**src/rtl/core/knn_pkg.sv**
```systemverilog
package knn_pkg;

  localparam int K_MAX      = 16;
  localparam int DIM_MAX    = 256;
  localparam int COORD_BITS = 16;

  localparam int COORD_W  = 16;
  localparam int ID_W     = 32;
  localparam int DIST_W   = 40;
  localparam int RANK_W   = 4;
  localparam int KCFG_W   = 5;
  localparam int DCFG_W   = 9;

  localparam int K_W    = (K_MAX > 1) ? $clog2(K_MAX) : 1;
  localparam int FILL_W = $clog2(K_MAX + 1);
  localparam int CNT_W  = (DIM_MAX > 1) ? $clog2(DIM_MAX) : 1;
  localparam int DIMS_W = $clog2(DIM_MAX + 1);

  localparam int MAG_W = COORD_BITS + 1;
  localparam int SQ_W  = 2 * MAG_W;
  localparam int SUM_W = ((SQ_W > DIST_W) ? SQ_W : DIST_W) + 1;

  localparam logic [DIST_W-1:0] DIST_MAX = '1;

  localparam int QUEUE_DEPTH = 4;
  localparam int QPTR_W      = $clog2(QUEUE_DEPTH);
  localparam int QCNT_W      = $clog2(QUEUE_DEPTH + 1);

  localparam int CFG_IDX_W  = 1;
  localparam int CFG_DATA_W = DCFG_W;
  localparam logic [CFG_IDX_W-1:0] CFG_NEIGHBOR_COUNT  = 1'b0;
  localparam logic [CFG_IDX_W-1:0] CFG_DIMENSION_COUNT = 1'b1;

  typedef struct packed {
    logic [ID_W-1:0]   id;
    logic [DIST_W-1:0] sq_dist;
    logic              last;
  } cand_t;

  typedef enum logic {
    BK_IDLE,
    BK_EMIT
  } back_state_t;

  function automatic logic [FILL_W-1:0] eff_k(input logic [KCFG_W-1:0] nc);
    logic [FILL_W-1:0] k;
    if (nc == '0) begin
      k = FILL_W'(1);
    end else if (int'(nc) > K_MAX) begin
      k = FILL_W'(K_MAX);
    end else begin
      k = FILL_W'(nc);
    end
    return k;
  endfunction

  function automatic logic [DIMS_W-1:0] eff_dims(input logic [DCFG_W-1:0] dc);
    logic [DIMS_W-1:0] d;
    if (dc == '0) begin
      d = DIMS_W'(1);
    end else if (int'(dc) > DIM_MAX) begin
      d = DIMS_W'(DIM_MAX);
    end else begin
      d = DIMS_W'(dc);
    end
    return d;
  endfunction

endpackage

```
**src/rtl/core/knn_front.sv**
```systemverilog
module knn_front (
  input  logic                            clk,
  input  logic                            rst,
  input  logic [knn_pkg::DIMS_W-1:0]      dims,
  input  logic                            in_valid,
  output logic                            in_ready,
  input  logic signed [knn_pkg::COORD_W-1:0] query_coord,
  input  logic signed [knn_pkg::COORD_W-1:0] cand_coord,
  input  logic [knn_pkg::ID_W-1:0]        cand_id,
  input  logic                            last_cand,
  output logic                            cand_valid,
  input  logic                            cand_ready,
  output knn_pkg::cand_t                  cand
);
  import knn_pkg::*;

  logic signed [MAG_W-1:0] diff;
  logic [MAG_W-1:0]        mag;
  logic [SQ_W-1:0]         sq;
  logic                    done_now;
  logic                    accepted;
  logic                    s1_go;
  logic [SUM_W-1:0]        sum;
  logic [DIST_W-1:0]       sum_sat;

  logic [CNT_W-1:0]  coord_counter;
  logic [DIST_W-1:0] dist_accum;
  logic              s1_valid;
  logic              s1_done;
  logic              s1_last;
  logic [ID_W-1:0]   s1_id;
  logic [SQ_W-1:0]   s1_sq;

  always_comb begin
    diff = MAG_W'($signed(query_coord[COORD_BITS-1:0]))
         - MAG_W'($signed(cand_coord[COORD_BITS-1:0]));
    mag  = diff[MAG_W-1] ? $unsigned(-diff) : $unsigned(diff);
    sq   = SQ_W'(mag) * SQ_W'(mag);
    done_now = (DIMS_W'(coord_counter) + DIMS_W'(1)) >= dims;
  end

  assign s1_go      = !s1_done || cand_ready;
  assign in_ready   = !s1_valid || s1_go;
  assign accepted   = in_valid && in_ready;
  assign cand_valid = s1_valid && s1_done;

  always_comb begin
    sum     = SUM_W'(dist_accum) + SUM_W'(s1_sq);
    sum_sat = (sum >= SUM_W'(DIST_MAX)) ? DIST_MAX : sum[DIST_W-1:0];
    cand.id      = s1_id;
    cand.sq_dist = sum_sat;
    cand.last    = s1_last;
  end

  always_ff @(posedge clk) begin
    if (rst) begin
      s1_valid      <= 1'b0;
      coord_counter <= '0;
      dist_accum    <= '0;
    end else begin
      if (accepted) begin
        s1_valid      <= 1'b1;
        coord_counter <= done_now ? '0 : coord_counter + CNT_W'(1);
      end else if (s1_go) begin
        s1_valid <= 1'b0;
      end
      if (s1_valid && s1_go) begin
        dist_accum <= s1_done ? '0 : sum_sat;
      end
    end
  end

  always_ff @(posedge clk) begin
    if (accepted) begin
      s1_sq   <= sq;
      s1_done <= done_now;
      s1_id   <= cand_id;
      s1_last <= last_cand;
    end
  end

endmodule

```
**src/rtl/core/knn_queue.sv**
```systemverilog
module knn_queue (
  input  logic           clk,
  input  logic           rst,
  input  logic           in_valid,
  output logic           in_ready,
  input  knn_pkg::cand_t in_data,
  output logic           out_valid,
  input  logic           out_ready,
  output knn_pkg::cand_t out_data
);
  import knn_pkg::*;

  cand_t             slots [QUEUE_DEPTH];
  logic [QPTR_W-1:0] wr_ptr;
  logic [QPTR_W-1:0] rd_ptr;
  logic [QCNT_W-1:0] count;
  logic              push;
  logic              pop;

  assign in_ready  = count != QCNT_W'(QUEUE_DEPTH);
  assign out_valid = count != '0;
  assign out_data  = slots[rd_ptr];
  assign push      = in_valid && in_ready;
  assign pop       = out_valid && out_ready;

  always_ff @(posedge clk) begin
    if (rst) begin
      wr_ptr <= '0;
      rd_ptr <= '0;
      count  <= '0;
    end else begin
      if (push) begin
        wr_ptr <= (wr_ptr == QPTR_W'(QUEUE_DEPTH - 1)) ? '0 : wr_ptr + QPTR_W'(1);
      end
      if (pop) begin
        rd_ptr <= (rd_ptr == QPTR_W'(QUEUE_DEPTH - 1)) ? '0 : rd_ptr + QPTR_W'(1);
      end
      priority if (push && !pop) begin
        count <= count + QCNT_W'(1);
      end else if (pop && !push) begin
        count <= count - QCNT_W'(1);
      end
    end
  end

  always_ff @(posedge clk) begin
    if (push) begin
      slots[wr_ptr] <= in_data;
    end
  end

endmodule

```
**src/rtl/core/knn_back.sv**
```systemverilog
module knn_back (
  input  logic                        clk,
  input  logic                        rst,
  input  logic [knn_pkg::FILL_W-1:0]  k,
  input  logic                        cand_valid,
  output logic                        cand_ready,
  input  knn_pkg::cand_t              cand,
  output logic                        out_valid,
  input  logic                        out_ready,
  output logic [knn_pkg::RANK_W-1:0]  rank,
  output logic [knn_pkg::ID_W-1:0]    neighbor_id,
  output logic [knn_pkg::DIST_W-1:0]  neighbor_dist,
  output logic                        last
);
  import knn_pkg::*;

  back_state_t       state;
  back_state_t       state_next;
  logic [DIST_W-1:0] list_dist [K_MAX];
  logic [ID_W-1:0]   list_id   [K_MAX];
  logic [FILL_W-1:0] fill;
  logic [K_W-1:0]    idx;

  logic [K_MAX-1:0]  lt;
  logic [K_MAX-1:0]  below;
  logic [FILL_W-1:0] fill_c;
  logic              full;
  logic              admit;
  logic              pop;
  logic              out_free;
  logic              emit_load;
  logic              entry_last;

  always_comb begin
    fill_c = (fill > k) ? k : fill;
    full   = fill_c == k;
    for (int i = 0; i < K_MAX; i++) begin
      lt[i]    = cand.sq_dist < list_dist[i];
      below[i] = (FILL_W'(i) < fill_c) && !lt[i];
    end
    admit      = !full || lt[K_W'(k - FILL_W'(1))];
    entry_last = (FILL_W'(idx) + FILL_W'(1)) == fill;
    out_free   = !out_valid || out_ready;
  end

  always_comb begin
    state_next = state;
    unique case (state)
      BK_IDLE: begin
        if (cand_valid && cand.last) begin
          state_next = BK_EMIT;
        end
      end
      BK_EMIT: begin
        if (out_free && entry_last) begin
          state_next = BK_IDLE;
        end
      end
      default: state_next = BK_IDLE;
    endcase
  end

  always_comb begin
    cand_ready = 1'b0;
    emit_load  = 1'b0;
    unique case (state)
      BK_IDLE: cand_ready = 1'b1;
      BK_EMIT: emit_load  = out_free;
      default: begin
        cand_ready = 1'b0;
        emit_load  = 1'b0;
      end
    endcase
  end

  assign pop = cand_valid && cand_ready;

  always_ff @(posedge clk) begin
    if (rst) begin
      state     <= BK_IDLE;
      fill      <= '0;
      idx       <= '0;
      out_valid <= 1'b0;
    end else begin
      state <= state_next;
      if (pop) begin
        fill <= full ? fill_c : fill_c + FILL_W'(1);
      end
      if (emit_load) begin
        idx <= entry_last ? '0 : idx + K_W'(1);
        if (entry_last) begin
          fill <= '0;
        end
      end
      if (emit_load) begin
        out_valid <= 1'b1;
      end else if (out_ready) begin
        out_valid <= 1'b0;
      end
    end
  end

  always_ff @(posedge clk) begin
    if (pop && admit) begin
      if (!below[0]) begin
        list_dist[0] <= cand.sq_dist;
        list_id[0]   <= cand.id;
      end
      for (int i = 1; i < K_MAX; i++) begin
        if (!below[i]) begin
          if (below[i-1]) begin
            list_dist[i] <= cand.sq_dist;
            list_id[i]   <= cand.id;
          end else begin
            list_dist[i] <= list_dist[i-1];
            list_id[i]   <= list_id[i-1];
          end
        end
      end
    end
  end

  always_ff @(posedge clk) begin
    if (emit_load) begin
      rank          <= RANK_W'(idx);
      neighbor_id   <= list_id[idx];
      neighbor_dist <= list_dist[idx];
      last          <= entry_last;
    end
  end

endmodule

```
**src/rtl/core/knn_topk_distance_select.sv**
```systemverilog
// channel | signals                                          | transaction
// in      | in_valid in_ready query_coord cand_coord cand_id | one coordinate pair
//         | last_cand                                        |
// out     | out_valid out_ready rank neighbor_id             | one list entry
//         | neighbor_dist last                               |
// cfg     | cfg_valid cfg_ready cfg_index cfg_data           | one register write
//
// The front takes one coordinate pair per cycle while in_ready is high: squarer, then accumulator stage.
// A finished candidate enters the sorted list by a parallel compare and shift.
// A list of n entries drains at one entry per cycle while out_ready is high; the 4-entry candidate queue
// keeps the front running meanwhile, and it stalls only once that queue is full.
// Reset clears counters, accumulator and list fill; k resets to 4, dimensions to 2.
// out_ready low while out_valid is high holds the output register and the list drain.
module knn_topk_distance_select (
  input  logic                              clk,
  input  logic                              rst,
  input  logic                              in_valid,
  output logic                              in_ready,
  input  logic signed [knn_pkg::COORD_W-1:0] query_coord,
  input  logic signed [knn_pkg::COORD_W-1:0] cand_coord,
  input  logic [knn_pkg::ID_W-1:0]          cand_id,
  input  logic                              last_cand,
  output logic                              out_valid,
  input  logic                              out_ready,
  output logic [knn_pkg::RANK_W-1:0]        rank,
  output logic [knn_pkg::ID_W-1:0]          neighbor_id,
  output logic [knn_pkg::DIST_W-1:0]        neighbor_dist,
  output logic                              last,
  input  logic                              cfg_valid,
  output logic                              cfg_ready,
  input  logic [knn_pkg::CFG_IDX_W-1:0]     cfg_index,
  input  logic [knn_pkg::CFG_DATA_W-1:0]    cfg_data
);
  import knn_pkg::*;

  logic [KCFG_W-1:0] neighbor_count;
  logic [DCFG_W-1:0] dimension_count;
  logic [DIMS_W-1:0] dims;
  logic [FILL_W-1:0] k;

  logic  fq_valid;
  logic  fq_ready;
  cand_t fq_data;
  logic  qb_valid;
  logic  qb_ready;
  cand_t qb_data;

  assign cfg_ready = 1'b1;
  assign dims      = eff_dims(dimension_count);
  assign k         = eff_k(neighbor_count);

  always_ff @(posedge clk) begin
    if (rst) begin
      neighbor_count  <= KCFG_W'(4);
      dimension_count <= DCFG_W'(2);
    end else if (cfg_valid && cfg_ready) begin
      unique case (cfg_index)
        CFG_NEIGHBOR_COUNT:  neighbor_count  <= cfg_data[KCFG_W-1:0];
        CFG_DIMENSION_COUNT: dimension_count <= cfg_data[DCFG_W-1:0];
        default: ;
      endcase
    end
  end

  knn_front u_front (
    .clk         (clk),
    .rst         (rst),
    .dims        (dims),
    .in_valid    (in_valid),
    .in_ready    (in_ready),
    .query_coord (query_coord),
    .cand_coord  (cand_coord),
    .cand_id     (cand_id),
    .last_cand   (last_cand),
    .cand_valid  (fq_valid),
    .cand_ready  (fq_ready),
    .cand        (fq_data)
  );

  knn_queue u_queue (
    .clk       (clk),
    .rst       (rst),
    .in_valid  (fq_valid),
    .in_ready  (fq_ready),
    .in_data   (fq_data),
    .out_valid (qb_valid),
    .out_ready (qb_ready),
    .out_data  (qb_data)
  );

  knn_back u_back (
    .clk           (clk),
    .rst           (rst),
    .k             (k),
    .cand_valid    (qb_valid),
    .cand_ready    (qb_ready),
    .cand          (qb_data),
    .out_valid     (out_valid),
    .out_ready     (out_ready),
    .rank          (rank),
    .neighbor_id   (neighbor_id),
    .neighbor_dist (neighbor_dist),
    .last          (last)
  );

endmodule

```
**config.mk**
```make
export PLATFORM = sky130hd
export DESIGN_NAME = knn_topk_distance_select
export DESIGN_NICKNAME = d
export VERILOG_FILES = /design/src/rtl/core/knn_pkg.sv /design/src/rtl/core/knn_front.sv /design/src/rtl/core/knn_queue.sv /design/src/rtl/core/knn_back.sv /design/src/rtl/core/knn_topk_distance_select.sv
export SDC_FILE = /design/constraint.sdc
export NUM_CORES = 2
export LEC_CHECK = 0
export ABC_AREA = 1
export BUFFER_PORTS_ARGS = -buffer_cell sky130_fd_sc_hd__buf_2
export CAP_MARGIN = 20
export CORE_MARGIN = 4
export CORE_UTILIZATION = 30
export CTS_BUF_LIST = sky130_fd_sc_hd__clkbuf_4
export CTS_CLUSTER_DIAMETER = 80
export DETAILED_ROUTE_END_ITERATION = 8
export SYNTH_ARGS = -nofsm -noshare
export SYNTH_HDL_FRONTEND = slang
export SYNTH_SLANG_ARGS = --single-unit
export TNS_END_PERCENT = 1
```
**constraint.sdc**
```tcl
create_clock -name clk -period 16.02 [get_ports clk]
set_input_delay 1.602 -clock clk [delete_from_list [all_inputs] [get_ports clk]]
set_output_delay 1.602 -clock clk [all_outputs]
set_load 0.01 [all_outputs]
```
==> impl_metrics.json <==
{
  "status": "finished, violations left",
  "violations": "slew limit",
  "cts_tree": "done",
  "grt_usage": 0.196,
  "tightest_slew_ns": 1.56,
  "port_buffers": 158,
  "ys_seq_area_frac": 0.450,
  "synthSimpleGateAreaFrac": 0.237,
  "synthTopCellsByCount": "nand2_1, edfxtp_1, inv_1",
  "antenna_left": 0,
  "r2r_slack_ns": 6.97,
  "finalSetupTns_ns": 0,
  "path_max_fanout": 177,
  "overflow": 0,
  "fin_crit_ns": 9.05,
  "yosys.area.top_type": "edfxtp_1",
  "first_pass_iters": 6,
  "cp.required_ns": 17.19,
  "finalClockSkew_ns": 0.261,
  "cts_resized": 0,
  "yosys_warnings": 0,
  "vias_per_cell": 5.32,
  "synth_compound_area_frac": 0.0990,
  "synthAdderAreaFrac": 0.127,
  "min_from": "u_back.list_dist[7][14]",
  "grt_start_max_net_pins": 223,
  "initial_core_util": 0.302,
  "finalCritPeriodShare": 0.565,
  "synth_top_family_by_area": "simple AND/OR/NAND/NOR gates",
  "die-area_um2": 375000,
  "clkTransAtPathRegs_ns": 0.07,
  "hp-class": "flop to flop",
  "clock_latency_ns": 1.56,
  "gp_congestion": 0.936,
  "synth_mux_area_frac": 0,
  "synth_edf_count": 1588,
  "startpoint_type": "flop",
  "grt_pass1_wl_um": 570000,
  "fin_nets": 13800,
  "rows": 221,
  "hold_depth": 2,
  "cts_buffer_depth": 4,
  "cts_sinks": 1671,
  "ys.flop_type": "edfxtp_1",
  "cp-end-kind": "flop",
  "die_width_um": 613,
  "remaining_drc_errors": 0,
  "whs_endpoint": "u_back.list_dist[8][14]",
  "wirelength_um": 383000,
  "die_y_um": 613,
  "yosys.cell_types.count": 63,
  "syn_to_final_growth_pct": 10.3,
  "io_pins": 160,
  "synth_seq_cells": 1671,
  "r2r_cells": 25,
  "drv_slew": 79,
  "rsz0062_at_grt": "false",
  "cts_setup_buffers": 0,
  "cap_violations": 0,
  "crit_arrival_ns": 10.22,
  "synth_cells": 12800,
  "ys_async_sr_fraction": 0,
  "antenna_found_initial": 20,
  "dpl.hpwl_um": 241000,
  "synth_xor_area_frac": 0.00664,
  "synthTopCellsByArea": "edfxtp_1, nand2_1, ha_1",
  "synth.most_common_cell": "nand2_1",
  "wl_per_cell_um": 21.4,
  "setup_viol": 0,
  "finalHoldViolations": 0,
  "critPathKind": "flop to flop",
  "grt_pass1_vias": 91900,
  "reg2reg_to": "u_back.list_id[6][29]",
  "via_count": 95300,
  "cts_buffers": 463,
  "holdBufCountCts": 0,
  "syn_area_um2": 110000,
  "netlist.area_leader.share": 0.435,
  "synth.avg_cell_area_um2": 8.60,
  "cts-root-buf": "clkbuf_4",
  "htree_levels": 5,
  "final_layout_size_suffix_gt1_frac": 0.0957,
  "relSlewSlack": -0.0379,
  "drt_iter0_markers": 10300,
  "core_area_um2": 363000,
  "fmax_mhz": 110
}
-- layout make-up --
cell class	instances	area [µm²]
Antenna cell	11	27.5
Clock buffer	710	5330
Clock inverter	128	684
Fill cell	38000	242000
Inverter	1267	4810
Multi-Input combinational cell	8972	52200
Sequential cell	1671	49400
Tap cell	4794	6000
Timing Repair Buffer	362	2540
-- per-layer routing --
metal | vias to the layer above | routed length [µm] | GRT usage
met5 | - | 22 | 0
met4 | 4 | 17900 | 0.0880
met3 | 908 | 34300 | 0.0399
met2 | 4310 | 182000 | 0.331
met1 | 45600 | 148000 | 0.242
li1 | 44500 | - | -
-- layout by cell type (no fill, tap or decap), types with 11 or more instances in the layout --
cell,n
fa_1,194
ha_1,803
xor2_1,60
nor3_1,34
conb_1,13
o22ai_4,25
buf_4,189
nand4_1,1143
o22ai_2,19
nand2_1,3330
o21a_1,11
nand3_1,464
clkinv_2,24
a21oi_1,733
inv_2,12
inv_1,1235
o221ai_1,102
clkinv_1,94
nor2_4,16
o21ai_0,888
nand3_4,16
nor4_1,23
dfxtp_1,77
clkbuf_4,710
edfxtp_1,1588
o211ai_1,51
a21o_1,13
o22ai_1,63
diode_2,11
xnor2_1,15
a211oi_1,26
nor2_1,836
buf_2,158
-- sequential cells by signal, summed over array words and instances (netlist names), 4 cells and up, named ones only --
| name | cells |
|---|---|
| u_back.idx | 4 |
| u_back.fill | 5 |
| u_back.list_id | 512 |
| u_front.coord_counter | 8 |
| u_back.rank | 4 |
| u_front.s1_id | 32 |
| u_front.dist_accum | 40 |
| u_back.list_dist | 640 |
| u_back.neighbor_dist | 40 |
| dimension_count | 9 |
| u_queue.slots | 292 |
| u_front.s1_sq | 33 |
| neighbor_count | 5 |
| u_back.neighbor_id | 32 |
-- worst max-delay path, cell delays in order (launching register included) --
cell,delay (ns)
dfxtp_4,0.52
inv_4,0.45
buf_4,0.83
o21ai_0,0.30
o22ai_4,0.16
buf_4,0.43
ha_1,0.34
nand2_1,0.12
nor3_1,0.11
nand2_1,0.33
nor2_1,0.07
nand2_1,0.22
nand3_1,0.30
nor2_1,0.17
nand2_1,0.19
nand2_1,0.11
nand3_1,0.08
nand3_1,0.09
nand3_1,0.12
nand3_4,0.40
buf_12,0.67
buf_4,0.78
nand3_4,0.71
buf_4,0.60
nand2_1,0.15
nand2_1,0.06
-- worst max path at each step --
| stage | start | to | slack (ns) | depth (start not counted) |
|---|---|---|---|---|
| 2_1_floorplan | query_coord[0] | u_front.s1_sq[25] | 7.22 | 38 |
| 3_3_place_gp | query_coord[0] | u_front.s1_sq[25] | 5.64 | 39 |
| 3_5_place_dp | query_coord[3] | u_front.s1_sq[25] | 5.70 | 37 |
| 4_1_cts | flop | u_back.list_id[6][29] | 7.19 | 25 |
| 5_1_grt | flop | u_back.list_id[6][12] | 6.52 | 25 |
| 6_report | flop | u_back.list_id[6][29] | 6.97 | 25 |
-- metrics by stage --
step,instances,hold WS [ns],setup WS [ns],utilization,instance area (µm²)
5_1_grt,17900,0.305,6.52,0.333,121000
4_1_cts,17900,0.274,7.19,0.333,121000
3_3_place_gp,17100,0.456,5.64,0.316,115000
6_report,17900,0.391,6.97,0.333,121000
3_5_place_dp,17100,0.462,5.70,0.316,115000
2_1_floorplan,12800,0.406,7.22,-,110000
-- cells by family (layout without fill, tap and decap cells) --
group | count (synthesis) | count (layout)
other cells | 2 | 24
flops | 1671 | 1671
buf+inv | 2121 | 2467
compound gates | 1989 | 1989
simple gates | 5894 | 5894
xor+xnor | 79 | 79
fa+ha+maj | 997 | 997
Power is left out: the tool's default activity adds up to more than one toggle a clock period on the data nets, which glitch-free logic cannot reach.
